`config.mk`:
```
export PLATFORM = sky130hd
export DESIGN_NAME = bmp24_to_rgb565_decoder
export DESIGN_NICKNAME = d
export VERILOG_FILES = /design/src/hdl/bmpdec_pkg.sv /design/src/hdl/bmpdec_parser.sv /design/src/hdl/bmpdec_result_fifo.sv /design/src/hdl/bmp24_to_rgb565_decoder.sv
export SDC_FILE = /design/constraint.sdc
export NUM_CORES = 1
export LEC_CHECK = 0
export BUFFER_PORTS_ARGS = -buffer_cell sky130_fd_sc_hd__buf_2
export CORE_ASPECT_RATIO = 1.1
export CORE_UTILIZATION = 50
export DETAILED_ROUTE_END_ITERATION = 10
export PLACE_DENSITY_LB_ADDON = 0.05
export SLEW_MARGIN = 20
export SYNTH_ARGS = -nofsm -noshare
export SYNTH_HDL_FRONTEND = slang
export SYNTH_SLANG_ARGS = --single-unit
```
`constraint.sdc`:
```
create_clock -name clk -period 8.3 [get_ports clk]
set_input_delay 0.415 -clock clk [delete_from_list [all_inputs] [get_ports clk]]
set_output_delay 0.415 -clock clk [all_outputs]
set_load 0.1 [all_outputs]
```
`src/hdl/bmpdec_pkg.sv`:
```
// Shared types and constants for the 24 bpp BMP to RGB565 decoder.
// Holds the byte and result word structs, the phase enum and the header
// offsets. No dependencies.
`timescale 1ns / 1ps
`default_nettype none

package bmpdec_pkg;

    typedef struct packed {
        logic [7:0] data_byte;
        logic       end_of_file;
    } in_word_t;

    typedef struct packed {
        logic [1:0]  kind;
        logic [15:0] pixel_value;
        logic [11:0] column;
        logic [11:0] row;
        logic [12:0] image_width;
        logic [12:0] image_height;
        logic [1:0]  error_code;
        logic        last;
    } out_word_t;

    typedef struct packed {
        logic [1:0] count;
        out_word_t  first;
        out_word_t  second;
    } push_t;

    typedef enum logic [2:0] {
        PH_HEADER,
        PH_PIXEL,
        PH_PAD,
        PH_DONE,
        PH_FAILED
    } phase_t;

    localparam logic [1:0] KIND_PIXEL    = 2'd0;
    localparam logic [1:0] KIND_COMPLETE = 2'd1;
    localparam logic [1:0] KIND_ERROR    = 2'd2;

    localparam logic [1:0] ERR_SIGNATURE = 2'd0;
    localparam logic [1:0] ERR_HEADER    = 2'd1;
    localparam logic [1:0] ERR_TRUNCATED = 2'd2;

    localparam logic [7:0]  SIG_B       = 8'h42;
    localparam logic [7:0]  SIG_M       = 8'h4D;
    localparam logic [5:0]  OFF_SIG_B   = 6'd0;
    localparam logic [5:0]  OFF_SIG_M   = 6'd1;
    localparam logic [5:0]  OFF_WIDTH   = 6'd18;
    localparam logic [5:0]  OFF_HEIGHT  = 6'd22;
    localparam logic [5:0]  OFF_DEPTH   = 6'd28;
    localparam logic [5:0]  OFF_LAST    = 6'd53;
    localparam logic [15:0] DEPTH_24BPP = 16'd24;

    localparam out_word_t OUT_ZERO = '0;

endpackage

`default_nettype wire

```
`src/hdl/bmpdec_parser.sv`:
```
// Header parser, pixel converter and row bookkeeping for the BMP decoder.
// Turns one accepted byte into up to two result words. Uses bmpdec_pkg.
`timescale 1ns / 1ps
`default_nettype none

module bmpdec_parser
    import bmpdec_pkg::*;
#(
    parameter int MAX_DIM = 4096
)
(
    input  wire logic     clk,
    input  wire logic     rst_n,
    input  wire logic     fire,
    input  wire in_word_t word,
    output push_t         push
);

    localparam int DIM_W = $clog2(MAX_DIM + 1);

    phase_t            phase_reg, phase_next, phase_step;
    logic [5:0]        offset_reg, offset_next;
    logic [31:0]       width_reg, width_next;
    logic [31:0]       height_reg, height_next;
    logic [15:0]       depth_reg, depth_next;
    logic [DIM_W-1:0]  col_reg, col_next;
    logic [DIM_W-1:0]  row_reg, row_next;
    logic [1:0]        trip_reg, trip_next;
    logic [1:0]        pad_reg, pad_next;
    logic [7:0]        blue_reg, blue_next;
    logic [7:0]        green_reg, green_next;

    logic [7:0]        b;
    logic              sig_bad;
    logic              hdr_end;
    logic              hdr_ok;
    logic              pix;
    logic              col_end;
    logic              row_end;
    logic              complete;
    logic              eof_err;
    logic              ev_main;
    logic [1:0]        sel;
    logic [DIM_W-1:0]  col_inc;
    logic [DIM_W-1:0]  row_inc;
    logic [DIM_W-1:0]  row_top;
    out_word_t         main_word;
    out_word_t         done_word;
    out_word_t         trunc_word;

    assign b = word.data_byte;

    always_comb
    begin
        col_inc = col_reg + 1'b1;
        row_inc = row_reg + 1'b1;
        sig_bad = (phase_reg == PH_HEADER) &&
                  (((offset_reg == OFF_SIG_B) && (b != SIG_B)) ||
                   ((offset_reg == OFF_SIG_M) && (b != SIG_M)));
        hdr_end = (phase_reg == PH_HEADER) && !sig_bad && (offset_reg >= OFF_LAST);
        hdr_ok  = (width_reg != 32'd0) && (width_reg <= 32'(MAX_DIM)) &&
                  (height_reg != 32'd0) && (height_reg <= 32'(MAX_DIM)) &&
                  (depth_reg == DEPTH_24BPP);
        pix     = (phase_reg == PH_PIXEL) && (trip_reg == 2'd2);
        col_end = pix && (col_inc >= width_reg[DIM_W-1:0]);
        row_end = (col_end && (width_reg[1:0] == 2'd0)) ||
                  ((phase_reg == PH_PAD) && (pad_reg == 2'd1));
        complete = row_end && (row_inc >= height_reg[DIM_W-1:0]);
        row_top  = height_reg[DIM_W-1:0] - 1'b1 - row_reg;
    end

    always_comb
    begin
        phase_step = phase_reg;
        case (phase_reg)
            PH_HEADER:
            begin
                if (sig_bad)
                    phase_step = PH_FAILED;
                else if (hdr_end)
                    phase_step = hdr_ok ? PH_PIXEL : PH_FAILED;
            end
            PH_PIXEL, PH_PAD:
            begin
                if (col_end && (width_reg[1:0] != 2'd0))
                    phase_step = PH_PAD;
                else if (row_end)
                    phase_step = complete ? PH_DONE : PH_PIXEL;
            end
            default:
                phase_step = phase_reg;
        endcase
        eof_err = word.end_of_file &&
                  ((phase_step == PH_HEADER) || (phase_step == PH_PIXEL) ||
                   (phase_step == PH_PAD));
        phase_next = phase_reg;
        if (fire)
            phase_next = word.end_of_file ? PH_HEADER : phase_step;
    end

    always_comb
    begin
        offset_next = offset_reg;
        width_next  = width_reg;
        height_next = height_reg;
        depth_next  = depth_reg;
        col_next    = col_reg;
        row_next    = row_reg;
        trip_next   = trip_reg;
        pad_next    = pad_reg;
        blue_next   = blue_reg;
        green_next  = green_reg;
        sel         = 2'(offset_reg - OFF_WIDTH);
        if (fire)
        begin
            if (word.end_of_file)
            begin
                offset_next = '0;
                width_next  = '0;
                height_next = '0;
                depth_next  = '0;
                col_next    = '0;
                row_next    = '0;
                trip_next   = '0;
                pad_next    = '0;
                blue_next   = '0;
                green_next  = '0;
            end
            else
            begin
                case (phase_reg)
                    PH_HEADER:
                    begin
                        if (!sig_bad)
                        begin
                            if ((offset_reg >= OFF_WIDTH) && (offset_reg < OFF_HEIGHT))
                            begin
                                sel = 2'(offset_reg - OFF_WIDTH);
                                width_next = width_reg | ({24'd0, b} << {sel, 3'b000});
                            end
                            else if ((offset_reg >= OFF_HEIGHT) &&
                                     (offset_reg < OFF_HEIGHT + 6'd4))
                            begin
                                sel = 2'(offset_reg - OFF_HEIGHT);
                                height_next = height_reg | ({24'd0, b} << {sel, 3'b000});
                            end
                            else if (offset_reg == OFF_DEPTH)
                                depth_next = depth_reg | {8'd0, b};
                            else if (offset_reg == OFF_DEPTH + 6'd1)
                                depth_next = depth_reg | {b, 8'd0};
                            if (hdr_end)
                            begin
                                col_next  = '0;
                                row_next  = '0;
                                trip_next = '0;
                                pad_next  = '0;
                            end
                            else
                                offset_next = offset_reg + 6'd1;
                        end
                    end
                    PH_PIXEL:
                    begin
                        case (trip_reg)
                            2'd0:
                            begin
                                blue_next = b;
                                trip_next = 2'd1;
                            end
                            2'd1:
                            begin
                                green_next = b;
                                trip_next  = 2'd2;
                            end
                            default:
                            begin
                                trip_next = 2'd0;
                                col_next  = col_end ? '0 : col_inc;
                                if (col_end)
                                    pad_next = width_reg[1:0];
                                if (row_end)
                                    row_next = row_inc;
                            end
                        endcase
                    end
                    PH_PAD:
                    begin
                        pad_next = pad_reg - 2'd1;
                        if (row_end)
                            row_next = row_inc;
                    end
                    default:
                    begin
                        offset_next = offset_reg;
                    end
                endcase
            end
        end
    end

    always_comb
    begin
        main_word  = OUT_ZERO;
        done_word  = OUT_ZERO;
        trunc_word = OUT_ZERO;
        ev_main    = sig_bad || (hdr_end && !hdr_ok) || pix;

        main_word.kind = KIND_ERROR;
        if (sig_bad)
            main_word.error_code = ERR_SIGNATURE;
        else if (hdr_end)
            main_word.error_code = ERR_HEADER;
        else
        begin
            main_word.kind        = KIND_PIXEL;
            main_word.pixel_value = {b[7:3], green_reg[7:2], blue_reg[7:3]};
            main_word.column      = 12'(col_reg);
            main_word.row         = 12'(row_top);
        end

        done_word.kind         = KIND_COMPLETE;
        done_word.image_width  = width_reg[12:0];
        done_word.image_height = height_reg[12:0];

        trunc_word.kind       = KIND_ERROR;
        trunc_word.error_code = ERR_TRUNCATED;

        push.count  = 2'd0;
        push.first  = OUT_ZERO;
        push.second = OUT_ZERO;
        if (fire)
        begin
            push.count = 2'({1'b0, ev_main} + {1'b0, complete} + {1'b0, eof_err});
            if (ev_main)
                push.first = main_word;
            else if (complete)
                push.first = done_word;
            else
                push.first = trunc_word;
            if (ev_main && complete)
                push.second = done_word;
            else
                push.second = trunc_word;
            if (push.count == 2'd2)
                push.second.last = 1'b1;
            else
                push.first.last = 1'b1;
        end
    end

    always_ff @(posedge clk or negedge rst_n)
    begin
        if (!rst_n)
        begin
            phase_reg  <= PH_HEADER;
            offset_reg <= '0;
            width_reg  <= '0;
            height_reg <= '0;
            depth_reg  <= '0;
            col_reg    <= '0;
            row_reg    <= '0;
            trip_reg   <= '0;
            pad_reg    <= '0;
            blue_reg   <= '0;
            green_reg  <= '0;
        end
        else
        begin
            phase_reg  <= phase_next;
            offset_reg <= offset_next;
            width_reg  <= width_next;
            height_reg <= height_next;
            depth_reg  <= depth_next;
            col_reg    <= col_next;
            row_reg    <= row_next;
            trip_reg   <= trip_next;
            pad_reg    <= pad_next;
            blue_reg   <= blue_next;
            green_reg  <= green_next;
        end
    end

endmodule

`default_nettype wire

```
`src/hdl/bmpdec_result_fifo.sv`:
```
// Four-entry result queue that takes up to two words per cycle and hands
// out one per cycle while ready is high. Uses bmpdec_pkg.
`timescale 1ns / 1ps
`default_nettype none

module bmpdec_result_fifo
    import bmpdec_pkg::*;
(
    input  wire logic  clk,
    input  wire logic  rst_n,
    input  wire push_t push,
    output logic       room,
    output logic       valid,
    input  wire logic  ready,
    output out_word_t  data
);

    out_word_t  mem [4];
    logic [1:0] wr_reg, wr_next;
    logic [1:0] rd_reg, rd_next;
    logic [2:0] count_reg, count_next;
    logic       pop;

    assign valid = (count_reg != 3'd0);
    assign room  = (count_reg <= 3'd2);
    assign data  = mem[rd_reg];
    assign pop   = valid && ready;

    always_comb
    begin
        wr_next    = wr_reg + push.count;
        rd_next    = rd_reg + {1'b0, pop};
        count_next = count_reg + {1'b0, push.count} - {2'b00, pop};
    end

    always_ff @(posedge clk)
    begin
        if (push.count != 2'd0)
            mem[wr_reg] <= push.first;
        if (push.count == 2'd2)
            mem[wr_reg + 2'd1] <= push.second;
    end

    always_ff @(posedge clk or negedge rst_n)
    begin
        if (!rst_n)
        begin
            wr_reg    <= '0;
            rd_reg    <= '0;
            count_reg <= '0;
        end
        else
        begin
            wr_reg    <= wr_next;
            rd_reg    <= rd_next;
            count_reg <= count_next;
        end
    end

endmodule

`default_nettype wire

```
`src/hdl/bmp24_to_rgb565_decoder.sv`:
```
// Top level of the streaming 24 bpp BMP to RGB565 decoder.
// Instantiates bmpdec_parser and bmpdec_result_fifo; uses bmpdec_pkg.
//
// The decoder takes one file byte per cycle, checks the signature and the
// 54-byte header, and emits one RGB565 pixel word per BGR triplet with its
// column and top-down row, then an image complete word; errors end the file
// with an error word, and pixels before a truncation error must be dropped.
// Every byte is handled combinationally by the header and pixel counters,
// and its result words, none, one or two, are written to a four-entry
// queue that is read one word per cycle while res_ready is high. A byte is
// taken whenever the queue has two free entries, which gives one byte per
// cycle as long as the result side keeps up. A byte marked end of file
// returns the parser to its reset state for the next file.
`timescale 1ns / 1ps
`default_nettype none

module bmp24_to_rgb565_decoder
    import bmpdec_pkg::*;
#(
    parameter int MAX_DIM = 4096
)
(
    input  wire logic     clk,
    input  wire logic     rst_n,
    input  wire logic     byte_valid,
    output logic          byte_ready,
    input  wire in_word_t byte_word,
    output logic          res_valid,
    input  wire logic     res_ready,
    output out_word_t     res_word
);

    push_t push;
    logic  room;
    logic  fire;

    assign byte_ready = room;
    assign fire       = byte_valid && room;

    bmpdec_parser #(
        .MAX_DIM (MAX_DIM)
    ) u_parser (
        .clk   (clk),
        .rst_n (rst_n),
        .fire  (fire),
        .word  (byte_word),
        .push  (push)
    );

    bmpdec_result_fifo u_fifo (
        .clk   (clk),
        .rst_n (rst_n),
        .push  (push),
        .room  (room),
        .valid (res_valid),
        .ready (res_ready),
        .data  (res_word)
    );

endmodule

`default_nettype wire
```
# Word level (Yosys, flattened, before mapping)

Memories as Yosys holds them, arrays and structs flattened.
Cells that the tools add are included.

Multiplexer cells: 67
Shift-type cells: 2
Reduce and logical (&&, ||, !) cells: 61
Magnitude comparators: 10
Bitwise gates (word level): 4
Eq/ne operators: 23
Add/subtract/negate cells: 15

Operator list:

| operator                                                          | count |
|---|---|
| 2-to-1 mux 32 bit                                                 | 9 |
| 2-to-1 mux 71 bit                                                 | 3 |
| 2-to-1 mux 144 bit                                                | 1 |
| 2-to-1 mux 16 bit                                                 | 7 |
| 2-to-1 mux 13 bit                                                 | 8 |
| 2-to-1 mux 42 bit                                                 | 2 |
| less-or-equal comparator 32 x 13 -> 1 bit (second input constant) | 2 |
| OR 32 bit                                                         | 2 |
| nonzero test 32 bit                                               | 2 |
| << shifter 8 x 5 -> 32 bit                                        | 2 |
| 2-to-1 mux 8 bit                                                  | 6 |
| case mux 13 bit (3 select lines)                                  | 1 |
| adder 13 x 1 -> 13 bit (second input constant)                    | 2 |
| >= comparator 13 bit                                              | 2 |
| case mux 13 bit (2 select lines)                                  | 1 |
| 2-to-1 mux 6 bit                                                  | 4 |
| logical AND 1 bit                                                 | 22 |
| 2-to-1 mux 3 bit                                                  | 6 |
| equality test 16 x 5 -> 1 bit (second input constant)             | 1 |
| 2-to-1 mux 2 bit                                                  | 8 |
| inequality test 8 x 7 -> 1 bit (second input constant)            | 2 |
| OR 16 bit                                                         | 1 |
| OR 16 x 8 -> 16 bit                                               | 1 |
| nonzero test 2 bit                                                | 8 |
| 40 further kinds                                                  | 79 |

Bits in writable memories: 284
Output and inout bits: 73
Memories: 1
Register bits: 142
Input port bits: 13
Word-level logic and storage cells: 197

Memories:

| name       | words | bits a word | read ports | clocked after Yosys merged registers in | write ports | RTL line                 | source |
|---|---|---|---|---|---|---|---|
| u_fifo.mem | 4     | 71          | 1          | 0                                       | 2           | bmpdec_result_fifo.sv:18 | `out_word_t mem [4];` |

# Longest topological paths before layout

Word-level depth: 21
Mapped depth: 26
Gate-level depth less buffers: 25

# Hierarchy

From an unflattened synthesis, not the netlist that was laid out.

Cells, all modules: 1,688
Area total of the unflattened synthesis: 22,278.9 um^2

By module, submodules not included:

| module                  | instances | sequential area each (um^2) | area each (um^2) | cells each |
|---|---|---|---|---|
| bmpdec_result_fifo      | 1         | 8,703.3                     | 14,084.8         | 726 |
| bmpdec_parser           | 1         | 3,253.1                     | 8,187.9          | 961 |
| bmp24_to_rgb565_decoder | 1         | 0.0                         | 6.3              | 1 |

# Least setup slack after synthesis

Ideal clock, no wire load.

Path kind: register to register
From: reg u_parser.col_reg[0]
To: mem u_fifo.mem[3][0] (netlist bit), enable pin
Path buffers: 4
Path slack: 2.479 ns
Data arrival time: 5.434 ns
Library setup time: 0.387 ns
Period minus slack after synthesis: 5.821 ns
Data required time: 7.913 ns
Stages on the path, launching flop included: 25
Cells stage by stage: dfrtp_1 > ha_1 > nand2_1 > nor2_1 > nand3_1 > nor2_1 > and3_1 > xnor2_1 > inv_1 > ha_1 > and3_1 > nand4_1 > o211a_1 > a21oi_2 > nor2b_1 > buf_2 > inv_2 > fa_1 > inv_1 > or3_1 > clkbuf_1 > or2_2 > clkbuf_1 > clkbuf_1 > nand2_1

RTL lines:

| what                   | RTL line                 | source |
|---|---|---|
| start, declared        | bmpdec_parser.sv:26      | `logic [DIM_W-1:0] col_reg, col_next;` |
| start signal, assigned | bmpdec_parser.sv:274     | `col_reg <= col_next;` |
| end, declared          | bmpdec_result_fifo.sv:18 |  |

==> impl_metrics.py <==
metrics = {
    "grt": {
        "grt_max_degree": 75,
        "overflow": 0,
        "grt_pass1_vias": 13900,
        "grt_antenna_before_repair": 2,
        "grt_pass1_wl_um": 80600,
        "gr-usage-all-layers": 0.264,
    },
    "sta": {
        "grt_setup_unrepaired": "no",
        "setup_tns_ns": 0,
        "hold_viol_final": 0,
        "worst_pin_slew_ns": 1.00,
        "setup_viol": 0,
        "hold_slack_ns": 0.318,
        "final_max_slew_viol_count": 0,
        "fin_worst_skew_ns": 0.0221,
        "max_freq_ghz": 0.154,
        "fin_crit_sh": 0.783,
        "post-route-min-period_ns": 6.50,
        "relSlewSlack": 0.326,
    },
    "layout": {
        "layout.cells.non_filler": 2343,
        "area_growth_pct": 11.9,
        "utilization": 0.568,
        "n_fill_cell": 3248,
        "n_antenna_cell": 0,
        "fin_nets": 1870,
        "largest_reg_flops": 284,
        "drive_gt1_frac": 0.160,
        "stdcell_area_um2": 21700,
    },
    "placed_design": {
        "place_area_um2": 20200,
        "hpwl_um": 32300,
        "place_inst": 2256,
        "port_buffers": 85,
        "gp_congestion": 0.873,
    },
    "floorplanning": {
        "die-width_um": 190,
        "dieArea_um2": 39600,
        "start_util": 0.508,
        "rows": 75,
        "fp.dieH_um": 209,
        "io_pins": 86,
        "core_um2": 38200,
    },
    "synthesis": {
        "ys_ff_latch": 421,
        "synth_top_area_frac": 0.186,
        "synth_warnings": 0,
        "synth.most_common_cell": "nand3_1",
        "synth.avg_cell_area_um2": 11.0,
        "syn_inst": 1771,
        "synth_area_leaders": "edfxtp_1, dfrtp_1, dfxtp_1, mux4_2, nand3_1",
        "syn-num-nets": 1836,
        "synth_area_leader_cell": "edfxtp_1",
        "async_flop_share": 0.325,
        "synthTopCellsByCount": "nand3_1, o21ai_0, dfxtp_1",
        "synth-edff-count": 120,
        "yosys_most_used_dff": "dfxtp_1",
        "synth_area_um2": 19400,
        "ys_seq_area_frac": 0.531,
        "synth.distinct_cells": 80,
    },
    "worst_setup_path": {
        "arrival_ns": 6.71,
        "critical_path_class": "flip-flop to flip-flop",
        "r2r_slack_ns": 1.80,
        "critical_path.startpoint": "u_parser.col_reg[0]$_DFFE_PN0P_",
        "cp.required_ns": 8.51,
        "r2r_cells": 22,
        "reg2reg_to": "u_fifo.mem[0][11]$_DFFE_PP_",
        "cp-end-kind": "flip-flop",
        "r2r-start": "u_parser.col_reg[0]$_DFFE_PN0P_",
        "crit_path_start_kind": "flip-flop",
        "worst-path-max-fanout": 30,
    },
    "drt": {
        "drt-initial-drc-count": 1107,
        "ant_nets": 0,
        "avgRoutedWirePerCell_um": 22.0,
        "routed_wl_um": 51600,
        "via_per_inst": 5.96,
        "post-route-drc-count": 0,
        "routed-via-count": 14000,
        "firstDrtPassIters": 5,
    },
    "worst_hold_path": {
        "hp-start": "byte_word[1]",
        "hp-class": "input pin to flip-flop",
        "worstHoldPathCells": 3,
        "hold_path_end": "u_parser.width_reg[8]$_DFFE_PN0P_",
    },
    "run_status": {
        "outcome": "finished, final reports clean",
    },
    "cts": {
        "cts_tree": "built",
        "root_buffer": "clkbuf_16",
        "cts_max_level": 2,
        "cts-buffers-inserted": 46,
        "cts_buffer_depth": 3,
        "clkLatencyLatePin_ns": 0.59,
        "post_cts_resized": 0,
        "clk_pin_slew_ns": 0.06,
        "cts_sinks": 421,
    },
    "power": {
        "p_leak_nw": 8.58,
        "p_per_area_nw_per_um2": 293,
        "ir_drop_uv": 261,
    },
    "flow_run": {
        "max-cap-violations": 0,
    },
}
layout make-up:
class                   instances  area, um^2  share of cell area
flip-flops and latches        421       10300               0.475
well taps                     500         626              0.0288
inverters                      50         188             0.00864
clock inverters                18         180             0.00830
multi-input cells            1179        8450               0.389
repair buffers                107         599              0.0276
clock buffers                  68        1350              0.0621
critical path, stage by stage (launching register included):
cell and delay [ns]:
dfrtp_1 0.46, ha_1 0.28, nand2_1 0.11, nor2_1 0.13
nand3_1 0.18, nor2_1 0.22, and3_1 0.19, xnor2_1 0.14
inv_1 0.07, ha_1 0.28, and3_1 0.17, nand4_1 0.12
o211a_1 0.33, a21oi_2 0.26, nor2b_1 0.51, inv_2 0.15
fa_1 0.47, nand2b_1 0.22, nor2_1 0.20, nand3_2 0.55
buf_4 0.49, nand2_1 0.11, buf_4 0.44
layout by cell type, fill, tap and decap left out, drive strengths merged, types with 20 or more instances in the layout:
cell and count:
nand3 187, nor2 83, mux4 71, dfrtp 137, edfxtp 120, clkbuf 68, and3 36, a21oi 63
and2 84, ha 49, inv 52, nand2 113, dfxtp 164, a22o 54, nor4 20, o21ai 198
buf 106, xnor2 26
per-layer routing:
metal,vias to the layer above,part of all wire,global-route usage
met5,-,0,0
met4,0,0.024,0.0862
met3,78,0.041,0.0292
met2,345,0.48,0.427
met1,6989,0.45,0.372
li1,6563,-,-
cells by family after synthesis:
group	count (synthesis)	share of synthesized area
AO/OA/AOI/OAI	382	0.122
XOR/XNOR	38	0.0171
adder cells (fa/ha/maj)	52	0.0347
buffers and inverters	171	0.0348
flip-flops	421	0.531
multiplexers	91	0.0937
AND/OR/NAND/NOR	616	0.167
report_power, final:
part,leakage [nW],switching [mW],internal [mW]
clock network,0.739,0.837,1.22
logic,3.53,1.41,0.470
registers,4.32,0.173,2.26
total,8.58,2.42,3.95
stage by stage:
stage	power, mW	setup slack (ns)
2_1_floorplan	3.96	2.48
3_3_place_gp	4.36	1.95
3_5_place_dp	4.37	1.84
4_1_cts	6.42	1.79
5_1_grt	6.60	1.20
6_report	6.37	1.80
worst max-delay path by stage:
stage	endpoint	cells after the start
floorplan	u_fifo.mem[3][0]$_DFFE_PP_	24
detailed placement	u_fifo.mem[2][27]$_DFFE_PP_	22
global placement	u_fifo.mem[0][9]$_DFFE_PP_	22
global route	u_fifo.mem[0][11]$_DFFE_PP_	22
CTS	u_fifo.mem[2][5]$_DFFE_PP_	22
finish	u_fifo.mem[0][11]$_DFFE_PP_	22
what timing repair did:
item | CTS | global route
endpoints found under the hold margin | 73 | 0
hold buffers | 1 | 0
buffers inserted | 0 | 0
(Power assumes the default switching activity.)
